### config.mk
export PLATFORM = sky130hd
export DESIGN_NAME = token_stuffing_framer
export DESIGN_NICKNAME = d
export VERILOG_FILES = /design/src/design/tsf_pkg.sv /design/src/design/tsf_front.sv /design/src/design/tsf_queue.sv /design/src/design/tsf_back.sv /design/src/design/token_stuffing_framer.sv
export SDC_FILE = /design/constraint.sdc
export NUM_CORES = 1
export LEC_CHECK = 0
export ABC_AREA = 0
export BUFFER_PORTS_ARGS = -buffer_cell sky130_fd_sc_hd__buf_2
export CORE_ASPECT_RATIO = 0.5
export CORE_UTILIZATION = 55
export CTS_CLUSTER_DIAMETER = 50
export DETAILED_ROUTE_END_ITERATION = 8
export GPL_TIMING_DRIVEN = 0
export PLACE_DENSITY = 0.85
export SYNTH_ARGS = -nofsm -noshare
export SYNTH_HDL_FRONTEND = slang
export SYNTH_SLANG_ARGS = --single-unit
export TNS_END_PERCENT = 30
### constraint.sdc
create_clock -name clk -period 8.6 [get_ports clk]
set_input_delay 0.86 -clock clk [delete_from_list [all_inputs] [get_ports clk]]
set_output_delay 0.86 -clock clk [all_outputs]
set_load 0.01 [all_outputs]
### src/design/tsf_pkg.sv
package tsf_pkg;

  localparam int QDEPTH_DEF = 4;

  localparam logic [31:0] DELIM_RESET = 32'h666C_6167;
  localparam logic [23:0] ESC_RESET   = 24'h65_7363;

  // register index, taken from paddr[2]
  localparam logic REG_DELIM = 1'b0;
  localparam logic REG_ESC   = 1'b1;

  // output phases of one job, in emission order
  typedef enum logic [5:0] {
    PH_OPEN  = 6'b000001,
    PH_PESC  = 6'b000010,
    PH_POP   = 6'b000100,
    PH_FESC  = 6'b001000,
    PH_FLUSH = 6'b010000,
    PH_CLOSE = 6'b100000
  } phase_t;

  // work for one accepted item
  typedef struct packed {
    logic            open;
    logic            pop_en;
    logic            pop_esc;
    logic [7:0]      pop_byte;
    logic [1:0]      flush_n;
    logic [2:0][7:0] flush_bytes;
    logic            flush_esc;
    logic            close;
  } job_t;

endpackage

### src/design/tsf_front.sv
module tsf_front (
  input  logic               clk,
  input  logic               rst_n,
  input  logic               acc,
  input  logic [7:0]         payload_byte,
  input  logic               frame_last,
  input  logic [31:0]        delim,
  input  logic [23:0]        esc,
  output logic               push,
  output tsf_pkg::job_t      job
);

  logic [1:0]      count_r, count_nxt;
  logic            inside_r, inside_nxt;
  logic [2:0][7:0] win_r, win_nxt;

  logic [1:0]      c0, c1, c2;
  logic            pop;
  logic [2:0][7:0] shifted;
  logic [23:0]     w3;

  always_comb begin
    c0      = inside_r ? count_r : 2'd0;
    pop     = (c0 == 2'd3);
    w3      = {win_r[0], win_r[1], win_r[2]};
    shifted = pop ? {win_r[2], win_r[2], win_r[1]} : win_r;
    c1      = pop ? 2'd2 : c0;
    c2      = c1 + 2'd1;
    for (int k = 0; k < 3; k++) begin
      win_nxt[k] = (c1 == 2'(k)) ? payload_byte : shifted[k];
    end

    job.open        = !inside_r;
    job.pop_en      = pop;
    job.pop_esc     = pop && (({w3, payload_byte} == delim) || (w3 == esc));
    job.pop_byte    = win_r[0];
    job.flush_n     = frame_last ? c2 : 2'd0;
    job.flush_bytes = win_nxt;
    job.flush_esc   = frame_last && (c2 == 2'd3) &&
                      ({win_nxt[0], win_nxt[1], win_nxt[2]} == esc);
    job.close       = frame_last;

    push       = acc && (job.open || pop || frame_last);
    count_nxt  = frame_last ? 2'd0 : c2;
    inside_nxt = !frame_last;
  end

  always_ff @(posedge clk) begin
    if (!rst_n) begin
      count_r  <= 2'd0;
      inside_r <= 1'b0;
    end else if (acc) begin
      count_r  <= count_nxt;
      inside_r <= inside_nxt;
    end
  end

  always_ff @(posedge clk) begin
    if (acc) begin
      win_r <= win_nxt;
    end
  end

endmodule

### src/design/tsf_queue.sv
module tsf_queue #(
  parameter int DEPTH = tsf_pkg::QDEPTH_DEF
) (
  input  logic          clk,
  input  logic          rst_n,
  input  logic          push,
  input  tsf_pkg::job_t wr_job,
  input  logic          pop,
  output logic          full,
  output logic          not_empty,
  output tsf_pkg::job_t rd_job
);

  localparam int PW = (DEPTH > 1) ? $clog2(DEPTH) : 1;
  localparam int CW = $clog2(DEPTH + 1);

  tsf_pkg::job_t mem [DEPTH];
  logic [PW-1:0] wr_ptr_r, rd_ptr_r;
  logic [CW-1:0] cnt_r;

  assign full      = (cnt_r == CW'(DEPTH));
  assign not_empty = (cnt_r != '0);
  assign rd_job    = mem[rd_ptr_r];

  always_ff @(posedge clk) begin
    if (!rst_n) begin
      wr_ptr_r <= '0;
      rd_ptr_r <= '0;
      cnt_r    <= '0;
    end else begin
      if (push) begin
        wr_ptr_r <= (wr_ptr_r == PW'(DEPTH - 1)) ? '0 : wr_ptr_r + PW'(1);
      end
      if (pop) begin
        rd_ptr_r <= (rd_ptr_r == PW'(DEPTH - 1)) ? '0 : rd_ptr_r + PW'(1);
      end
      if (push && !pop) begin
        cnt_r <= cnt_r + CW'(1);
      end else if (pop && !push) begin
        cnt_r <= cnt_r - CW'(1);
      end
    end
  end

  always_ff @(posedge clk) begin
    if (push) begin
      mem[wr_ptr_r] <= wr_job;
    end
  end

endmodule

### src/design/tsf_back.sv
module tsf_back (
  input  logic          clk,
  input  logic          rst_n,
  input  logic          job_valid,
  input  tsf_pkg::job_t job,
  input  logic [31:0]   delim,
  input  logic [23:0]   esc,
  output logic          job_pop,
  output logic          out_valid,
  input  logic          out_stall,
  output logic [7:0]    out_stuffed_byte,
  output logic          out_run_last,
  output logic          out_frame_done
);

  logic            busy_r;
  tsf_pkg::phase_t phase_r;
  logic [1:0]      idx_r;
  logic            ovalid_r;
  logic [7:0]      obyte_r;
  logic            orun_r, odone_r;

  logic [5:0]      en, first, cur_vec, above, nxt;
  tsf_pkg::phase_t cur_ph;
  logic [1:0]      cur_idx;
  logic            phase_end, job_end, adv;
  logic [7:0]      cur_byte;
  logic [31:0]     dsh;
  logic [23:0]     esh;

  always_comb begin
    en      = {job.close, job.flush_n != 2'd0, job.flush_esc,
               job.pop_en, job.pop_esc, job.open};
    first   = en & (~en + 6'd1);
    cur_vec = busy_r ? phase_r : first;
    cur_ph  = tsf_pkg::phase_t'(cur_vec);
    cur_idx = busy_r ? idx_r : 2'd0;
    above   = en & ~({cur_vec[4:0], 1'b0} - 6'd1);
    nxt     = above & (~above + 6'd1);
    job_end = (nxt == 6'd0);
    dsh     = delim >> {~cur_idx, 3'b000};
    esh     = esc >> {2'd2 - cur_idx, 3'b000};

    unique case (cur_ph)
      tsf_pkg::PH_OPEN, tsf_pkg::PH_CLOSE: begin
        phase_end = (cur_idx == 2'd3);
        cur_byte  = dsh[7:0];
      end
      tsf_pkg::PH_PESC, tsf_pkg::PH_FESC: begin
        phase_end = (cur_idx == 2'd2);
        cur_byte  = esh[7:0];
      end
      tsf_pkg::PH_POP: begin
        phase_end = 1'b1;
        cur_byte  = job.pop_byte;
      end
      tsf_pkg::PH_FLUSH: begin
        phase_end = (cur_idx == job.flush_n - 2'd1);
        cur_byte  = job.flush_bytes[cur_idx];
      end
      default: begin
        phase_end = 1'b1;
        cur_byte  = 8'd0;
      end
    endcase

    adv     = job_valid && (!ovalid_r || !out_stall);
    job_pop = adv && phase_end && job_end;
  end

  always_ff @(posedge clk) begin
    if (!rst_n) begin
      busy_r   <= 1'b0;
      phase_r  <= tsf_pkg::PH_OPEN;
      idx_r    <= 2'd0;
      ovalid_r <= 1'b0;
    end else begin
      if (adv) begin
        ovalid_r <= 1'b1;
        if (phase_end) begin
          idx_r <= 2'd0;
          if (job_end) begin
            busy_r <= 1'b0;
          end else begin
            busy_r  <= 1'b1;
            phase_r <= tsf_pkg::phase_t'(nxt);
          end
        end else begin
          busy_r  <= 1'b1;
          phase_r <= cur_ph;
          idx_r   <= cur_idx + 2'd1;
        end
      end else if (!out_stall) begin
        ovalid_r <= 1'b0;
      end
    end
  end

  always_ff @(posedge clk) begin
    if (adv) begin
      obyte_r <= cur_byte;
      orun_r  <= phase_end && job_end;
      odone_r <= (cur_ph == tsf_pkg::PH_CLOSE) && (cur_idx == 2'd3);
    end
  end

  assign out_valid        = ovalid_r;
  assign out_stuffed_byte = obyte_r;
  assign out_run_last     = orun_r;
  assign out_frame_done   = odone_r;

endmodule

### src/design/token_stuffing_framer.sv
// Channel   | Direction | Handshake            | Payload
// ----------+-----------+----------------------+-------------------------------------------
// in_       | input     | in_valid / in_stall  | in_payload_byte[7:0], in_frame_last
// out_      | output    | out_valid / out_stall| out_stuffed_byte[7:0], out_run_last,
//           |           |                      | out_frame_done
// config    | APB       | psel/penable/pready  | paddr[2:0], pwdata/prdata[31:0]
//
// Rates: the back end sends one stuffed byte per cycle while out_stall is low, so an
//   item's cost is the bytes it causes: none while the window fills, up to 14 for a
//   frame's closing item. The front end takes one item per cycle while the job queue
//   (QDEPTH entries) has room; the back end's byte rate sets the sustained figure.
// Reset (rst_n low, synchronous): empty the queue and output register, close any
//   frame, clear the window count and load the default flag/esc words.
// Stalls: out_stall holds the output register; the queue absorbs items until full,
//   then in_stall rises.
module token_stuffing_framer #(
  parameter int QDEPTH = tsf_pkg::QDEPTH_DEF
) (
  input  logic        clk,
  input  logic        rst_n,
  // input channel
  input  logic        in_valid,
  output logic        in_stall,
  input  logic [7:0]  in_payload_byte,
  input  logic        in_frame_last,
  // output channel
  output logic        out_valid,
  input  logic        out_stall,
  output logic [7:0]  out_stuffed_byte,
  output logic        out_run_last,
  output logic        out_frame_done,
  // configuration port
  input  logic        psel,
  input  logic        penable,
  input  logic        pwrite,
  input  logic [2:0]  paddr,
  input  logic [31:0] pwdata,
  output logic [31:0] prdata,
  output logic        pready
);

  logic [31:0]   delim_r;
  logic [23:0]   esc_r;
  logic          cfg_wr;
  logic          q_full, q_not_empty, q_push, q_pop, in_acc;
  tsf_pkg::job_t front_job, head_job;

  // Configuration registers: decode on paddr[2], ignore the low address bits.
  assign pready = 1'b1;
  assign cfg_wr = psel && penable && pwrite;
  assign prdata = (paddr[2] == tsf_pkg::REG_ESC) ? {8'd0, esc_r} : delim_r;

  always_ff @(posedge clk) begin
    if (!rst_n) begin
      delim_r <= tsf_pkg::DELIM_RESET;
      esc_r   <= tsf_pkg::ESC_RESET;
    end else if (cfg_wr) begin
      if (paddr[2] == tsf_pkg::REG_DELIM) begin
        delim_r <= pwdata;
      end else begin
        esc_r <= pwdata[23:0];
      end
    end
  end

  // Front end: accept an item whenever the queue has room, track the
  // lookahead window and turn the item into a job.
  assign in_stall = q_full;
  assign in_acc   = in_valid && !q_full;

  tsf_front u_front (
    .clk          (clk),
    .rst_n        (rst_n),
    .acc          (in_acc),
    .payload_byte (in_payload_byte),
    .frame_last   (in_frame_last),
    .delim        (delim_r),
    .esc          (esc_r),
    .push         (q_push),
    .job          (front_job)
  );

  // Job queue: decouple item acceptance from byte emission.
  tsf_queue #(
    .DEPTH (QDEPTH)
  ) u_queue (
    .clk       (clk),
    .rst_n     (rst_n),
    .push      (q_push),
    .wr_job    (front_job),
    .pop       (q_pop),
    .full      (q_full),
    .not_empty (q_not_empty),
    .rd_job    (head_job)
  );

  // Back end: walk each job's phases and emit one byte per cycle unless out_stall holds it.
  tsf_back u_back (
    .clk              (clk),
    .rst_n            (rst_n),
    .job_valid        (q_not_empty),
    .job              (head_job),
    .delim            (delim_r),
    .esc              (esc_r),
    .job_pop          (q_pop),
    .out_valid        (out_valid),
    .out_stall        (out_stall),
    .out_stuffed_byte (out_stuffed_byte),
    .out_run_last     (out_run_last),
    .out_frame_done   (out_frame_done)
  );

endmodule

Word level (Yosys, flattened, before mapping)

Memory sizes are Yosys's and may differ from the RTL's. A register that Yosys moved wholly into a read port is not among the register bits.
Cells that the tools add are included.
W data, S select, Z words.

Input port bits: 51
Flip-flop bits (word level): 110
Output and inout bits: 45
Logic and storage cells: 126
Bits in writable memories: 156
Memories: 1

Memories:

| memory      | words | bits a word | read ports | clocked after memory_dff | write ports | RTL line        | source |
|---|---|---|---|---|---|---|---|
| u_queue.mem | 4     | 39          | 1          | 1                        | 1           | tsf_queue.sv:17 | `tsf_pkg::job_t mem [DEPTH];` |

Shifts and indexed selects: 2
Magnitude comparators: 1
Add/sub/neg operators: 11
Multiplexer cells: 30
Bitwise operators: 8
Reductions and logical operators: 35
Equal/unequal tests: 21

Operator list:

| operator              | number |
|---|---|
| $eq A24 B24 Y1        | 2 |
| $eq A32 B32 Y1        | 1 |
| $mux W32              | 1 |
| $mux W8               | 4 |
| $pmux W8 S4           | 1 |
| $shr A32 B5 Y8        | 1 |
| $shr A24 B5 Y8        | 1 |
| $mux W2               | 10 |
| $and A6 B6 Y6         | 3 |
| $mux W6               | 3 |
| $not A6 Y6            | 3 |
| $bmux W8 S2           | 1 |
| $mux W16              | 1 |
| $eq A2 B2 Y1 const B  | 7 |
| $logic_and A1 B1 Y1   | 14 |
| $add A6 B1 Y6 const B | 2 |
| $add A2 B1 Y2 const B | 4 |
| $logic_not A1 Y1      | 7 |
| $eq A6 B1 Y1 const B  | 1 |
| $eq A6 B2 Y1 const B  | 1 |
| $eq A6 B3 Y1 const B  | 1 |
| $eq A6 B4 Y1 const B  | 1 |
| $eq A6 B5 Y1 const B  | 1 |
| $eq A6 B6 Y1 const B  | 1 |
| other kinds (23)      | 36 |

Depth between registers and ports, before layout

Depth in word-level cells: 16
Gate-level depth with buffers: 22
Depth with buffers taken out: 17

Hierarchy

From an unflattened synthesis, not the netlist that was laid out.

Cells, all modules: 1096
Area, all modules: 13696.9 um2

By module, submodules not included:

| module                | times used | area an instance (um2) | cells each | sequential area each (um2) |
|---|---|---|---|---|
| tsf_queue             | 1          | 6077.1                 | 247        | 4864.7 |
| tsf_front             | 1          | 2712.6                 | 303        | 780.7 |
| token_stuffing_framer | 1          | 2658.8                 | 264        | 1121.1 |
| tsf_back              | 1          | 2248.4                 | 282        | 500.5 |

Worst setup path before layout

OpenSTA, ideal clock, no wires.

Path kind: reg2reg
Start point: register with a tool-made name
End point: register u_queue.cnt_r[2]
Stages on the path, launching flop included: 23
Arrival time: 5.063 ns
Period minus slack after synthesis: 5.139 ns
Setup time: 0.076 ns
Buffers on the path: 5
Slack: 3.461 ns
Data required time: 8.524 ns
Path through: dfxtp_1 -> buf_6 -> buf_2 -> buf_2 -> buf_1 -> mux4_2 -> inv_1 -> ha_1 -> or3b_2 -> o22a_1 -> a2bb2oi_2 -> a21oi_1 -> o21bai_1 -> a211o_4 -> and3_1 -> buf_6 -> inv_1 -> ha_1 -> inv_1 -> fa_1 -> xor2_1 -> or3_1 -> a21boi_0

RTL lines:

| item                   | RTL line        | source |
|---|---|---|
| end signal: assignment | tsf_queue.sv:38 | `cnt_r <= cnt_r + CW'(1);` |
| end signal: assignment | tsf_queue.sv:40 | `cnt_r <= cnt_r - CW'(1);` |
| end: declaration       | tsf_queue.sv:19 | `logic [CW-1:0] cnt_r;` |

==> impl_results.md <==
* Post-route clock period utilization at 0.727
* Antenna-violating nets left at 0
* Post-CTS Setup Bufs at 0
* Die width at 218 µm
* Fin nets at 1231
* Asr flop ratio synth at 0
* Die Y at 110 µm
* Initial antenna violation count at 0
* # Max-Cap Violations at 0
* Clock transition at path regs at 0.07 ns
* CTS Sinks at 268
* H-Tree Level Count at 1
* R2R Setup Slk at 2.35 ns
* Synthesized cell area at 0.0128 mm²
* # DRC at 0
* IO buf count at 90
* Drt wl/cell at 24.7 µm
* Global route total overflow at 0
* Post-cts sizing count at 0
* Max VDD drop at 0.151 mV
* Startpoint Class: flip-flop
* Clk root buf: clkbuf_16
* Synth Instances at 1045
* Simple-gate share of the synthesized area at 0.128
* Pin count of the biggest net entering global routing at 31
* Gp weighted congestion at 0.991
* Adder-cell share of the synthesized area at 0.0143
* # IOs at 96
* Post-synth EDFFs at 190
* Final Skew at 0.0193 ns
* Area Growth Syn to Fin at 13.4%
* RSZ-0062 raised after global routing: false
* Worst-Margin Slew at 1.19 ns
* Compound-Gate Fraction of Synth Area at 0.0802
* Crit. End Element: flip-flop
* Distinct cells, synth at 63
* HPWL Detailed at 27300 µm
* Global-route wire length before repair at 54500 µm
* Hold Path Class: flip-flop to flip-flop
* Core area at 0.0228 mm²
* Mux cell area share after synthesis at 0.129
* Main combinational cell family by area after synthesis: multiplexers
* Hold buffer count at cts at 0
* Power Dens Cells at 276 mW/mm²
* Worst Path Arrival at 6.70 ns
* Initial Util at 0.561
* Worst slew margin at 0.205
* Pre-CTS setup slack at 2.38 ns
* TritonRoute pass-1 iters at 6
* Finish-stage setup viols at 0
* Final Hold Fails at 0
* DRT iter0 DRCs at 1396
* Syn avg cell area at 12.3 µm²
* Yosys warning count at 0
* CTS tree: built
* Fill count at 1726
* GRT Overall Usage at 0.307
* Final core utilization at 0.636
* Crit-path max FO at 10
* Layout cells sized above 1 at 0.199
* Status: completed
* Synth Register Bits at 268
* Clk Latency, worst-skew pair at 0.53 ns
* Post-synthesis sequential area ratio at 0.567
* Lkg Pwr at 5.09 nW
* CP Data Required Time at 9.05 ns
* Max Fclk at 0.160 GHz
* # rows at 39
* CTS max path bufs at 3
* Max-slew violations at 0
* Fin Setup TNS at 0 ns
* Drt total wl at 36800 µm
* Critical path class: flip-flop to flip-flop
* Main synth FF type: edfxtp_1
* Syn Nets at 1110
* Inserted Clock Buffers at 24
* Die Area at 0.0239 mm²
* Vias in the first global route at 8902
* Avg Vias per Cell at 6.32
* XOR/XNOR Fraction of Synth Area at 0.0581
* Final min period at 6.25 ns
* # diodes at 0
* Total number of vias at 9415
* Slack of the critical path at 2.35 ns
synthesized netlist by cell type (all sizes together), types with 2 or more instances:
cell type / number / area [µm²]
a21boi: 31 / 233
a21o: 2 / 15.0
a21oi: 15 / 82.6
a221o: 8 / 80.1
a22oi: 26 / 195
a31oi: 9 / 56.3
and2: 6 / 37.5
and3: 3 / 18.8
buf: 17 / 91.3
clkbuf: 36 / 135
clkinv: 4 / 15.0
dfxtp: 78 / 1560
edfxtp: 190 / 5710
ha: 13 / 163
inv: 16 / 60.1
mux2: 44 / 495
mux2i: 27 / 270
mux4: 39 / 882
nand2: 197 / 739
nand2b: 4 / 25.0
nand3: 54 / 270
nand3b: 3 / 22.5
nand4: 18 / 113
nor2: 25 / 93.8
nor2b: 16 / 100
nor3: 7 / 35.0
nor4: 11 / 98.8
o211ai: 9 / 67.6
o21ai: 21 / 105
o21bai: 2 / 15.0
o221a: 2 / 22.5
o22ai: 4 / 25.0
or3: 4 / 30.0
xnor2: 62 / 543
xor2: 23 / 201
cell usage in the layout, fill, tap and decap left out, drive strengths merged, types with 4 or more instances in the layout:
cell and count:
nor3 7, o211ai 9, buf 111, o22ai 4, clkbuf 64, a31oi 9
mux4 39, nand2 197, a22oi 26, a21oi 15, dfxtp 78, a21boi 31
a221o 8, nand3 54, xnor2 62, edfxtp 190, clkinv 13, nor2 25
mux2i 27, nand2b 4, nor2b 16, nand4 18, o21ai 21, and2 6
nor4 11, or3 4, mux2 44, xor2 23, ha 13, inv 17
through the flow:
step | cells | hold WS (ns) | instance area, µm² | power (mW)
2_1_floorplan | 1045 | 0.447 | 12800 | 2.51
3_3_place_gp | 1442 | 0.460 | 13600 | 2.82
3_5_place_dp | 1446 | 0.482 | 13700 | 2.89
4_1_cts | 1489 | 0.494 | 14500 | 3.97
5_1_grt | 1490 | 0.507 | 14500 | 4.14
6_report | 1490 | 0.497 | 14500 | 4.01
final timing paths:
kind | start | to | cells after the start
worst min-delay path | u_back.out_valid | u_back.out_valid | 2
worst max register to register | flip-flop | u_queue.cnt_r[2] | 22
worst min register to register | u_back.out_valid | u_back.out_valid | 2
worst max-delay path | flip-flop | u_queue.cnt_r[2] | 22
per-layer routing:
metal  share of wire  GRT usage  vias to the layer above  routed length, µm
li1                -          -                     4098                  -
met2            0.45      0.474                      595              16700
met5               0          0                        -                  0
met4           0.020     0.0674                        0                726
met1            0.41      0.458                     4669              15200
met3            0.11     0.0506                       53               4170
area by class of cell:
cell class / count / area (µm²) / share of cell area
sequential: 268 / 7270 / 0.500
multi-input combinational: 704 / 5250 / 0.361
clock buffer: 27 / 633 / 0.0436
timing repair buffer: 95 / 538 / 0.0370
tap: 307 / 384 / 0.0264
buffer: 53 / 226 / 0.0156
clock inverter: 16 / 158 / 0.0109
inverter: 20 / 75.1 / 0.00517
sequential cells by signal, summed over array words and instances (netlist names), named ones only:
register / flops
u_back.phase_r: 6
u_queue.wr_ptr_r: 2
u_queue.rd_ptr_r: 2
u_front.w3: 16
delim_r: 32
u_back.out_stuffed_byte: 8
u_queue.mem: 156
esc_r: 24
u_queue.cnt_r: 3
u_back.idx_r: 2
u_front.inside_r: 1
u_front.job: 8
u_back.out_frame_done: 1
u_back.busy_r: 1
u_back.out_valid: 1
u_front.count_r: 2
u_back.out_run_last: 1
critical path, stage by stage (launching register included):
cell and delay [ns]:
dfxtp_1 0.37, buf_2 0.25, buf_1 0.45, clkbuf_1 0.55, clkbuf_1 0.65, mux4_2 0.35, inv_1 0.05, ha_1 0.25
or3b_2 0.48, o22a_1 0.22, a2bb2oi_2 0.19, a21oi_1 0.15, o21bai_1 0.16, a211o_4 0.41, and3_1 0.19, buf_6 0.13
inv_1 0.05, ha_1 0.17, inv_1 0.06, fa_1 0.37, xor2_1 0.18, or3_1 0.31, a21boi_0 0.16
kinds of logic (layout without fill, tap and decap cells):
| logic type | after synthesis | in the layout |
|---|---|---|
| DFF | 268 | 268 |
| other | 1 | 1 |
| adders and majority gates | 14 | 14 |
| xor gates and xnor gates | 85 | 85 |
| AOI/OAI and AO/OA | 140 | 140 |
| and+or+nand+nor | 354 | 354 |
| muxes | 110 | 110 |
| buffers and inverters | 73 | 211 |
power by group:
group / internal, mW / switching (mW)
Combinational: 0.444 / 0.702
Sequential: 1.63 / 0.128
Clock: 0.620 / 0.481
(Power assumes the default switching activity.)
